### src/rtl/fdsc_pkg.sv
// ----------------------------------------------------------------------------
// fdsc_pkg
// shared types, constants and helpers of the scanned up/down display counter
// ----------------------------------------------------------------------------
package fdsc_pkg;

    localparam int SW_W     = 8;
    localparam int SEG_W    = 8;
    localparam int DEN_W    = 4;
    localparam int VALUE_W  = 14;
    localparam int ROUNDS_W = 10;
    localparam int CMD_W    = 4;
    localparam int IN_TDATA_W  = 8;
    localparam int OUT_TDATA_W = 32;

    localparam logic [VALUE_W-1:0]  TOP_VALUE = 14'd9999;
    localparam logic [ROUNDS_W-1:0] RPU_RESET = 10'd100;

    // latched commands
    localparam logic [CMD_W-1:0] CMD_NONE = 4'd0;
    localparam logic [CMD_W-1:0] CMD_UP1  = 4'd1;
    localparam logic [CMD_W-1:0] CMD_DN1  = 4'd2;
    localparam logic [CMD_W-1:0] CMD_UP2  = 4'd4;
    localparam logic [CMD_W-1:0] CMD_DN2  = 4'd8;

    // scan phases
    localparam logic [1:0] PHASE_UNITS     = 2'd0;
    localparam logic [1:0] PHASE_TENS      = 2'd1;
    localparam logic [1:0] PHASE_HUNDREDS  = 2'd2;
    localparam logic [1:0] PHASE_THOUSANDS = 2'd3;

    typedef logic [3:0]             bcd_digit_t;
    typedef bcd_digit_t [3:0]       bcd_word_t;

    // current display state handed from the counter to the decoder
    typedef struct packed {
        logic [1:0]         phase;
        bcd_word_t          digits;
        logic [VALUE_W-1:0] value;
    } fdsc_view_t;

    // segment pattern of one decimal digit, decimal point always lit
    function automatic logic [SEG_W-1:0] seg_of(input bcd_digit_t d);
        logic [SEG_W-1:0] s;
        case (d)
            4'd0:    s = 8'hBF;
            4'd1:    s = 8'h86;
            4'd2:    s = 8'hDB;
            4'd3:    s = 8'hCF;
            4'd4:    s = 8'hE6;
            4'd5:    s = 8'hED;
            4'd6:    s = 8'hFD;
            4'd7:    s = 8'h87;
            4'd8:    s = 8'hFF;
            4'd9:    s = 8'hEF;
            default: s = 8'h00;
        endcase
        return s;
    endfunction

    // bcd add of 1 or 2, carry ripples through four digits
    function automatic bcd_word_t bcd_add(input bcd_word_t w, input logic [1:0] mag);
        bcd_word_t  r;
        logic [4:0] acc;
        logic [4:0] adj;
        logic [1:0] carry;
        carry = mag;
        for (int i = 0; i < 4; i++)
        begin
            acc = {1'b0, w[i]} + {3'b000, carry};
            adj = acc - 5'd10;
            if (acc > 5'd9)
            begin
                r[i]  = adj[3:0];
                carry = 2'd1;
            end
            else
            begin
                r[i]  = acc[3:0];
                carry = 2'd0;
            end
        end
        return r;
    endfunction

    // bcd subtract of 1 or 2, borrow ripples through four digits
    function automatic bcd_word_t bcd_sub(input bcd_word_t w, input logic [1:0] mag);
        bcd_word_t  r;
        logic [4:0] acc;
        logic [4:0] adj;
        logic [1:0] borrow;
        borrow = mag;
        for (int i = 0; i < 4; i++)
        begin
            acc = {1'b0, w[i]} - {3'b000, borrow};
            adj = acc + 5'd10;
            if (acc[4])
            begin
                r[i]   = adj[3:0];
                borrow = 2'd1;
            end
            else
            begin
                r[i]   = acc[3:0];
                borrow = 2'd0;
            end
        end
        return r;
    endfunction

endpackage

### src/rtl/four_digit_scanned_updown_counter.sv
// ----------------------------------------------------------------------------
// four_digit_scanned_updown_counter
// multiplexed four-digit seven-segment display of a 0..9999 up/down counter
// ----------------------------------------------------------------------------
// the result of an input transfer is held in the output register from the cycle after it
// throughput: one scan tick per cycle while the receiver is ready, set by the single output
// register stage, which keeps taking ticks while its result drains
// reset: asynchronous active low; units phase, round count zero, no command,
// counter zero, rounds_per_update back to 100; no clearing pass needed
// ----------------------------------------------------------------------------
module four_digit_scanned_updown_counter
    import fdsc_pkg::*;
(
    input  logic                   clk,
    input  logic                   rst_n,
    // scan tick in
    input  logic                   s_tvalid,
    output logic                   s_tready,
    input  logic [IN_TDATA_W-1:0]  s_tdata,     // [7:0] switches
    // display drive out
    output logic                   m_tvalid,
    input  logic                   m_tready,
    output logic [OUT_TDATA_W-1:0] m_tdata,     // [7:0] segments, [11:8] digit_enable,
                                                // [25:12] shown_value, [31:26] zero
    // rounds_per_update register
    input  logic                   cfg_wr_en,
    input  logic [ROUNDS_W-1:0]    cfg_wr_data
);

    fdsc_view_t              view;
    logic                    accept;
    logic [SEG_W-1:0]        segments;
    logic [DEN_W-1:0]        digit_enable;
    logic                    m_tvalid_reg;
    logic [OUT_TDATA_W-1:0]  m_tdata_reg;

    // the output register takes a new tick whenever it is empty or draining
    assign s_tready = !m_tvalid_reg || m_tready;
    assign accept   = s_tvalid && s_tready;

    // state advances on every accepted tick; the view shows the value before it
    fdsc_counter u_counter (
        .clk         (clk),
        .rst_n       (rst_n),
        .accept      (accept),
        .switches    (s_tdata[SW_W-1:0]),
        .cfg_wr_en   (cfg_wr_en),
        .cfg_wr_data (cfg_wr_data),
        .view        (view)
    );

    // digit select and segment lookup for the current phase
    fdsc_display u_display (
        .view         (view),
        .segments     (segments),
        .digit_enable (digit_enable)
    );

    // result register
    always_ff @(posedge clk or negedge rst_n)
    begin
        if (!rst_n)
        begin
            m_tvalid_reg <= 1'b0;
        end
        else if (s_tready)
        begin
            m_tvalid_reg <= s_tvalid;
        end
    end

    // payload, no reset needed
    always_ff @(posedge clk)
    begin
        if (accept)
        begin
            m_tdata_reg <= {6'd0, view.value, digit_enable, segments};
        end
    end

    assign m_tvalid = m_tvalid_reg;
    assign m_tdata  = m_tdata_reg;

    // every accepted tick leaves a result in the output register
    assert property (@(posedge clk) disable iff (!rst_n)
        (s_tvalid && s_tready) |=> m_tvalid)
        else $error("accepted tick produced no result");

    // exactly one digit driven on every result
    assert property (@(posedge clk) disable iff (!rst_n)
        m_tvalid |-> $onehot(m_tdata[11:8]))
        else $error("digit enable not one-hot");

    // shown value never leaves the decimal range
    assert property (@(posedge clk) disable iff (!rst_n)
        m_tvalid |-> (m_tdata[25:12] <= TOP_VALUE))
        else $error("shown value above 9999");

    // binary and bcd copies of the counter stay in step
    assert property (@(posedge clk) disable iff (!rst_n)
        view.value == ({10'd0, view.digits[0]}
                     + 14'd10   * {10'd0, view.digits[1]}
                     + 14'd100  * {10'd0, view.digits[2]}
                     + 14'd1000 * {10'd0, view.digits[3]}))
        else $error("bcd digits disagree with binary counter");

endmodule

### src/rtl/fdsc_counter.sv
// ----------------------------------------------------------------------------
// fdsc_counter
// scan phase, round count, command latch and the 0..9999 counter kept in
// binary and bcd side by side
// ----------------------------------------------------------------------------
module fdsc_counter
    import fdsc_pkg::*;
(
    input  logic                clk,
    input  logic                rst_n,
    input  logic                accept,
    input  logic [SW_W-1:0]     switches,
    input  logic                cfg_wr_en,
    input  logic [ROUNDS_W-1:0] cfg_wr_data,
    output fdsc_view_t          view
);

    logic [ROUNDS_W-1:0] rpu_reg;
    logic [1:0]          phase_reg;
    logic [ROUNDS_W-1:0] round_reg;
    logic [CMD_W-1:0]    cmd_reg;
    bcd_word_t           digits_reg;
    logic [VALUE_W-1:0]  value_reg;

    logic [ROUNDS_W-1:0] round_inc;
    logic                last_tick;
    logic                update;
    logic                sw_valid;
    logic [CMD_W-1:0]    cmd_next;
    logic                step_up;
    logic                step_dn;
    logic [1:0]          mag;
    logic [VALUE_W:0]    sum_wide;
    logic                wrap_hi;
    logic                wrap_lo;
    logic [VALUE_W-1:0]  value_next;
    bcd_word_t           digits_next;

    assign round_inc = round_reg + 10'd1;
    assign last_tick = (phase_reg == PHASE_THOUSANDS);
    assign update    = accept && last_tick && (round_inc >= rpu_reg);

    assign sw_valid = (switches == {4'd0, CMD_UP1}) || (switches == {4'd0, CMD_DN1})
                   || (switches == {4'd0, CMD_UP2}) || (switches == {4'd0, CMD_DN2});
    assign cmd_next = sw_valid ? switches[CMD_W-1:0] : cmd_reg;

    always_comb
    begin
        step_up = 1'b0;
        step_dn = 1'b0;
        mag     = 2'd0;
        case (cmd_next)
            CMD_UP1:
            begin
                step_up = 1'b1;
                mag     = 2'd1;
            end
            CMD_DN1:
            begin
                step_dn = 1'b1;
                mag     = 2'd1;
            end
            CMD_UP2:
            begin
                step_up = 1'b1;
                mag     = 2'd2;
            end
            CMD_DN2:
            begin
                step_dn = 1'b1;
                mag     = 2'd2;
            end
            default:
            begin
                step_up = 1'b0;
                step_dn = 1'b0;
                mag     = 2'd0;
            end
        endcase
    end

    assign sum_wide = {1'b0, value_reg} + {13'd0, mag};
    assign wrap_hi  = step_up && (sum_wide > {1'b0, TOP_VALUE});
    assign wrap_lo  = step_dn && (value_reg < {12'd0, mag});

    always_comb
    begin
        value_next  = value_reg;
        digits_next = digits_reg;
        if (wrap_hi)
        begin
            value_next  = '0;
            digits_next = '0;
        end
        else if (wrap_lo)
        begin
            value_next  = TOP_VALUE;
            digits_next = {4'd9, 4'd9, 4'd9, 4'd9};
        end
        else if (step_up)
        begin
            value_next  = sum_wide[VALUE_W-1:0];
            digits_next = bcd_add(digits_reg, mag);
        end
        else if (step_dn)
        begin
            value_next  = value_reg - {12'd0, mag};
            digits_next = bcd_sub(digits_reg, mag);
        end
    end

    always_ff @(posedge clk or negedge rst_n)
    begin
        if (!rst_n)
        begin
            rpu_reg    <= RPU_RESET;
            phase_reg  <= PHASE_UNITS;
            round_reg  <= '0;
            cmd_reg    <= CMD_NONE;
            digits_reg <= '0;
            value_reg  <= '0;
        end
        else
        begin
            if (cfg_wr_en)
            begin
                rpu_reg <= cfg_wr_data;
            end
            if (accept)
            begin
                phase_reg <= phase_reg + 2'd1;
                if (last_tick)
                begin
                    round_reg <= update ? '0 : round_inc;
                end
            end
            if (update)
            begin
                cmd_reg    <= cmd_next;
                digits_reg <= digits_next;
                value_reg  <= value_next;
            end
        end
    end

    assign view.phase  = phase_reg;
    assign view.digits = digits_reg;
    assign view.value  = value_reg;

endmodule

### src/rtl/fdsc_display.sv
// ----------------------------------------------------------------------------
// fdsc_display
// picks the scanned digit and turns it into segments and a digit enable
// ----------------------------------------------------------------------------
module fdsc_display
    import fdsc_pkg::*;
(
    input  fdsc_view_t        view,
    output logic [SEG_W-1:0]  segments,
    output logic [DEN_W-1:0]  digit_enable
);

    bcd_digit_t digit;

    always_comb
    begin
        case (view.phase)
            PHASE_UNITS:
            begin
                digit        = view.digits[0];
                digit_enable = 4'b1000;
            end
            PHASE_TENS:
            begin
                digit        = view.digits[1];
                digit_enable = 4'b0100;
            end
            PHASE_HUNDREDS:
            begin
                digit        = view.digits[2];
                digit_enable = 4'b0010;
            end
            PHASE_THOUSANDS:
            begin
                digit        = view.digits[3];
                digit_enable = 4'b0001;
            end
            default:
            begin
                digit        = view.digits[0];
                digit_enable = 4'b1000;
            end
        endcase
    end

    assign segments = seg_of(digit);

endmodule

### config.mk
export PLATFORM = sky130hd
export DESIGN_NAME = four_digit_scanned_updown_counter
export DESIGN_NICKNAME = d
export VERILOG_FILES = /design/src/rtl/fdsc_pkg.sv /design/src/rtl/four_digit_scanned_updown_counter.sv /design/src/rtl/fdsc_counter.sv /design/src/rtl/fdsc_display.sv
export SDC_FILE = /design/constraint.sdc
export NUM_CORES = 1
export LEC_CHECK = 0
export BUFFER_PORTS_ARGS = -buffer_cell sky130_fd_sc_hd__buf_2
export CAP_MARGIN = 10
export CORE_MARGIN = 5
export CORE_UTILIZATION = 61
export DETAILED_ROUTE_END_ITERATION = 10
export MAX_ROUTING_LAYER = met4
export PLACE_DENSITY = 0.88
export SLEW_MARGIN = 25
export SYNTH_ARGS = -nofsm -noshare
export SYNTH_HDL_FRONTEND = slang
export SYNTH_HIERARCHICAL = 1
export SYNTH_SLANG_ARGS = --single-unit
### constraint.sdc
create_clock -name clk -period 7.3 [get_ports clk]
set_clock_uncertainty 0.05 [all_clocks]
set_input_delay 0.73 -clock clk [delete_from_list [all_inputs] [get_ports clk]]
set_output_delay 0.73 -clock clk [all_outputs]
set_load 0.02 [all_outputs]
==> results of run 1 <==
Yosys cell counts, types with 7 or more instances:
cell      instances
a21oi_1          32
a22o_1           10
and3_1            8
buf_4            10
clkbuf_1         25
dfrtp_1          54
edfxtp_1         26
ha_1             46
inv_1            47
mux2_2            7
nand2_1          51
nand2b_1         10
nand3_1          35
nand4_1           7
nor2_1           47
nor2b_1          13
nor3_1           13
o211ai_1          7
o21ai_0          44
o22ai_1          12
xnor2_1          23
xor2_1           12
critical path: cells and delay by family:
| kind | cells | cell delay, ps |
|---|---|---|
| and+or+nand+nor | 6 | 1580 |
| xor gates and xnor gates | 4 | 510 |
| muxes | 1 | 280 |
| buffers and inverters | 4 | 300 |
| adders and majority gates | 8 | 1700 |
| AOI/OAI and AO/OA | 12 | 2180 |
report_power, final:
| part | switching, W | internal [W] | leakage, nW |
|---|---|---|---|
| clock | 0.000186 | 0.000199 | 0.116 |
| sequential | 0.0000703 | 0.000544 | 0.909 |
| combinational | 0.000255 | 0.000203 | 1.85 |
| total | 0.000512 | 0.000945 | 2.88 |
per-layer routing:
metal  part of all wire, %  wire (um)  global-route usage [%]  vias to the layer above
met3                   7.4       1100                    4.75                       28
met4                   1.9        279                    8.35                        0
li1                      -          -                       -                     2545
met5                     0          0                       -                        -
met2                    50       7470                    41.6                      240
met1                    40       5990                    29.6                     2609
how the worst max path moves through the flow:
stage	start	to	slack (ps)
6_report	s_tdata[5]	u_counter/view[29]	260
2_1_floorplan	s_tdata[5]	u_counter/view[29]	7
4_1_cts	s_tdata[5]	u_counter/view[29]	80
3_3_place_gp	s_tdata[5]	u_counter/view[29]	40
5_1_grt	s_tdata[5]	u_counter/view[29]	-30
3_5_place_dp	s_tdata[5]	u_counter/view[29]	-300
final cells by class:
type	count	area, um^2
Multi-Input combinational cell	508	3760
Clock buffer	9	124
Inverter	48	180
Timing Repair Buffer	77	453
Tap cell	136	170
Fill cell	762	3130
Sequential cell	83	2210
Clock inverter	7	104
cell families after synthesis:
family | Yosys count
AOI/OAI and AO/OA | 177
and+or+nand+nor | 220
muxes | 18
adders and majority gates | 51
xor gates and xnor gates | 36
buffers and inverters | 92
DFF | 83
other | 1
stage by stage:
stage,cell area [um^2],hold WS [ps]
final,7010,442
after global routing,7010,495
after CTS,6940,465
after detailed placement,6710,455
after global placement,6710,444
after floorplan,6330,370
timing repair:
item                       CTS  global route
setup buffers                0             2
gates resized for setup      0            14
setup endpoints to repair    0             3
hold buffers                 0             0
==> run_results.csv, run 1 <==
group,metric,value,unit
outcome,outcome,"finished clean",
power,p_total,0.00146,W
final_layout,final_nets,800,
sta,final.setup.tns,0,ps
setup_path,end_kind,"register",
final_layout,syn2layout_area_growth,12.2,%
final_layout,utilization,69.1,%
synthesis,syn_area,0.00624,mm^2
route,wl_per_cell,17.1,um
clocking,clk_pin_slew,90,ps
synthesis,synth-xor-area-share,5.17,%
synthesis,synth-adder-area-share,10.7,%
final_layout,layout_commonest_cell,"dfrtp_1",
floorplanning,start_util,61.6,%
setup_path,critPathArrivalTime,7250,ps
clocking,ctsLongestPathBuffers,2,
route,totalWireLength,14.8,mm
route,drc,0,
synthesis,synth_top_family_by_area,"compound AO/OA/AOI/OAI gates",
route,viasPerCell,6.25,
synthesis,synthSimpleGateAreaFrac,18.1,%
setup_path,cp_slowest_cell,"or4_4",
final_layout,layout_common_cells,"54 x dfrtp_1, 51 x nand2_1, 50 x buf_2, 47 x nor2_1, 45 x inv_1",
sta,fin_crit,7040,ps
placement,pre_cts_ws,-296,ps
floorplanning,ioPinCount,57,
setup_path,slowest_delay,530,ps
route,ant_nets,0,
sta,setup_slack,257,ps
global_routing,grt_pass1_wl,24.8,mm
final_layout,antenna_cells,0,
sta,slew_headroom,36.4,%
setup_path,r2r_end,"u_counter/view[29]",
floorplanning,fp.dieW,111,um
setup_path,path_common_cell,"ha_4",
clocking,root_buffer,"clkbuf_8",
sta,fin_crit_sh,96.5,%
global_routing,grt_max_degree,58,
setup_path,setup.worst_path.class,"in2reg",
sta,finalSetupViolCount,0,
clocking,cts_tree,"built",
placement,place_inst,850,
synthesis,synth_cell_types,85,
final_layout,largest_reg_flops,26,
synthesis,yosysSeqAreaShare,35.4,%
route,drt_iter0_markers,475,
global_routing,antenna_found_initial,0,
floorplanning,coreArea,0.0101,mm^2
synthesis,synth_mux_area_share,4.07,%
power,powerDensity,208,mW/mm^2
global_routing,grt_pass1_vias,5396,
sta,worst_pin_slew,952,ps
setup_path,startpoint_type,"input pin",
setup_path,critPathMaxFanout,4,
worst_hold_path,hp-class,"in2async",
global_routing,overflow,0,
route,vias,5422,
route,first_pass_iters,5,
floorplanning,rows,37,
setup_path,r2r_start,"u_counter/cmd_reg[0]",
final_layout,instances_no_fill,868,
placement,dpl.hpwl,10.5,mm
synthesis,synth_area_leaders,"dfrtp_1 22%, edfxtp_1 13%, ha_1 9.2%, o21ai_0 3.5%, xnor2_1 3.2%",
synthesis,synth_compound_area_share,19.9,%
floorplanning,die_h,111,um
synthesis,ys_async_sr_fraction,68.7,%
setup_path,worstPathRequired,7510,ps
setup_path,rrSetupSlack,1130,ps
synthesis,yosys_warnings,6,
synthesis,ys_ff_latch,83,
sta,timing.final.max_slew_violations,0,
setup_path,reg2reg_depth,33,
power,vdd_drop_max,0.140,mV
run,maxCapViolCount,0,
power,p_leak,2.88,nW
synthesis,synth_area_per_cell,9.21,um^2
synthesis,synth_top_area_share,21.6,%
clocking,numCtsBuffers,9,
clocking,clkLatencyLatePin,370,ps
floorplanning,fp.dieArea,0.0124,mm^2
synthesis,synth_area_leader_cell,"dfrtp_1",
clocking,htree_levels,3,
synthesis,syn-instance-count,678,
synthesis,synth-edff-count,26,
final_layout,drive_above_1_share,20.5,%
placement,place_congestion,0.997,
sta,hold_viol,0,
placement,portBuffers,50,
sta,fmax,142,MHz
global_routing,track_usage,24.6,%
synthesis,synth-main-ff-cell,"dfrtp_1",
clocking,cts.sinks,83,
Note: power is estimated with default switching activity, not from simulation.
==> run 2: changes to the inputs <==
--- a/config.mk
+++ b/config.mk
@@ -8,10 +8,10 @@
 export BUFFER_PORTS_ARGS = -buffer_cell sky130_fd_sc_hd__buf_2
 export CAP_MARGIN = 10
 export CORE_MARGIN = 5
-export CORE_UTILIZATION = 61
+export CORE_UTILIZATION = 65
 export DETAILED_ROUTE_END_ITERATION = 10
 export MAX_ROUTING_LAYER = met4
-export PLACE_DENSITY = 0.88
+export PLACE_DENSITY = 0.92
 export SLEW_MARGIN = 25
 export SYNTH_ARGS = -nofsm -noshare
 export SYNTH_HDL_FRONTEND = slang
==> constraint.sdc (replaced) <==
create_clock -name clk -period 8.4 [get_ports clk]
set_clock_uncertainty 0.05 [all_clocks]
set_input_delay 0.84 -clock clk [delete_from_list [all_inputs] [get_ports clk]]
set_output_delay 0.84 -clock clk [all_outputs]
set_load 0.02 [all_outputs]
==> run 2 against run 1 <==
Effect of this change: critical path depth did not move; combinational power fell by 16%; core utilization rose by 2.9 points; clock power fell by 31%; clock-buffer cell count rose by 1; sequential share of layout area rose by 1.5 points; routed wire length rose by 0.34%; final area fell by 4.5%; critical path type unchanged.
==> run_results.csv, run 2 (same netlist as run 1, synthesis figures left out) <==
group,metric,value,unit
outcome,outcome,"finished clean",
sta,fin_crit,8100,ps
route,drc,0,
setup_path,startpoint_type,"input pin",
setup_path,crit_start,"s_tdata[5]",
global_routing,grt_pass1_wl,24.6,mm
clocking,numCtsBuffers,9,
floorplanning,fp.dieW,108,um
placement,place_inst,824,
route,wl_per_cell,17.7,um
sta,slew_headroom,45.9,%
power,vdd_drop_max,0.117,mV
setup_path,worstPathRequired,8590,ps
clocking,post_cts_buffers,0,
floorplanning,rows,35,
setup_path,path_common_cell,"ha_1",
final_layout,layout_commonest_cell,"dfrtp_1",
power,powerDensity,176,mW/mm^2
worst_hold_path,hp-class,"reg2reg",
power,power_switching,0.000434,W
route,first_pass_iters,6,
final_layout,layout_common_cells,"54 x dfrtp_1, 51 x nand2_1, 50 x buf_2, 47 x inv_1, 47 x nor2_1",
setup_path,critPathMaxFanout,6,
placement,portBuffers,50,
final_layout,antenna_cells,0,
global_routing,grt_pass1_vias,5242,
final_layout,final_nets,779,
power,p_clk_share,22.4,%
sta,timing.final.max_slew_violations,0,
global_routing,grt_max_degree,58,
final_layout,drive_above_1_share,15.8,%
route,vias,5412,
sta,finalSetupViolCount,0,
route,totalWireLength,14.9,mm
power,seqPwrFrac,45.0,%
final_layout,syn2layout_area_growth,7.13,%
global_routing,track_usage,26.7,%
floorplanning,die_h,108,um
floorplanning,start_util,67.3,%
power,combPwrFrac,32.6,%
clocking,htree_levels,3,
run,maxCapViolCount,0,
power,sw_frac_of_total,36.8,%
setup_path,setup.worst_path.class,"in2reg",
setup_path,end_kind,"register",
floorplanning,coreArea,0.00928,mm^2
power,p_int,0.000746,W
setup_path,rrSetupSlack,1270,ps
placement,place_congestion,0.937,
sta,hold_ws,476,ps
clocking,cts.sinks,83,
floorplanning,fp.dieArea,0.0117,mm^2
route,ant_nets,0,
power,p_leak,2.75,nW
route,drt_iter0_markers,435,
final_layout,instances_no_fill,840,
clocking,ctsLongestPathBuffers,2,
clocking,clk_pin_slew,80,ps
sta,fmax,123,MHz
placement,dpl.hpwl,10.6,mm
clocking,root_buffer,"clkbuf_8",
final_layout,largest_reg_flops,26,
floorplanning,ioPinCount,57,
setup_path,critPathArrivalTime,8290,ps
worst_hold_path,worstHoldStart,"u_counter/cmd_reg[3]",
setup_path,r2r_start,"u_counter/cmd_reg[0]",
sta,hold_viol,0,
final_layout,utilization,72.0,%
route,viasPerCell,6.44,
clocking,cts_tree,"built",
sta,fin_crit_sh,96.4,%
setup_path,cp_slowest_cell,"or4_1",
sta,worst_pin_slew,811,ps
setup_path,slowest_delay,550,ps
clocking,clkLatencyLatePin,360,ps
global_routing,antenna_found_initial,0,
global_routing,overflow,0,
run 2: changes by cell type in the layout (fill, tap and decap cells not counted), moves of 3 or more:
cell   delta
buf_4    -21
ha_1      +6
ha_4      -6
inv_6     -3
run 2: layer usage:
metal	global-route usage [%]	vias to the layer above	share of wire (%)
met5	-	-	0
met4	8.12	0	1.7
met3	5.31	36	8.2
met2	44.8	295	50
met1	32.7	2580	40
li1	-	2501	-
run 2: repair_timing:
item / in CTS / in global routing
hold buffers: 0 / 0
gates resized for setup: 0 / 6
setup endpoints to repair: 0 / 3
run 2: worst paths after layout:
| check | end | cells past startpoint |
|---|---|---|
| worst max-delay path | u_counter/view[29] | 35 |
| worst min-delay path | u_counter/cmd_reg[3] | 1 |
| worst max register to register | u_counter/view[29] | 32 |
| worst min register to register | u_counter/cmd_reg[3] | 1 |
| max in group asynchronous | u_counter/view[23] | 2 |
| min in group asynchronous | u_counter/rpu_reg[1] | 2 |
run 2: per-stage QoR:
step / instance area, um^2 / setup slack, ps / setup TNS (ps) / total power (W)
detailed placement: 6490 / 32.9 / 0 / 0.000914
global placement: 6490 / 422 / 0 / 0.000882
global route: 6690 / -56.8 / -56.8 / 0.00125
floorplan: 6260 / 598 / 0 / 0.000816
finish: 6690 / 301 / 0 / 0.00118
CTS: 6660 / 401 / 0 / 0.00118
run 2: area by class of cell:
class,instances,area (um^2)
Clock buffer,10,128
Timing Repair Buffer,56,295
Tap cell,129,161
Clock inverter,6,50.0
Multi-Input combinational cell,508,3660
Inverter,48,180
Fill cell,683,2590
Sequential cell,83,2210
run 2: critical path: cells and delay by family:
kind / cells / cell delay [ps]
AOI/OAI and AO/OA: 12 / 2320
adders and majority gates: 8 / 2250
and+or+nand+nor: 6 / 1620
xor gates and xnor gates: 4 / 560
buffers and inverters: 4 / 420
muxes: 1 / 290
run 2: power groups by stage:
stage          Combinational, W  Clock, W  Sequential [W]
2_1_floorplan          0.000288         0        0.000528
3_3_place_gp           0.000349         0        0.000533
3_5_place_dp           0.000376         0        0.000537
4_1_cts                0.000378  0.000270        0.000529
5_1_grt                0.000426  0.000285        0.000538
6_report               0.000385  0.000265        0.000531
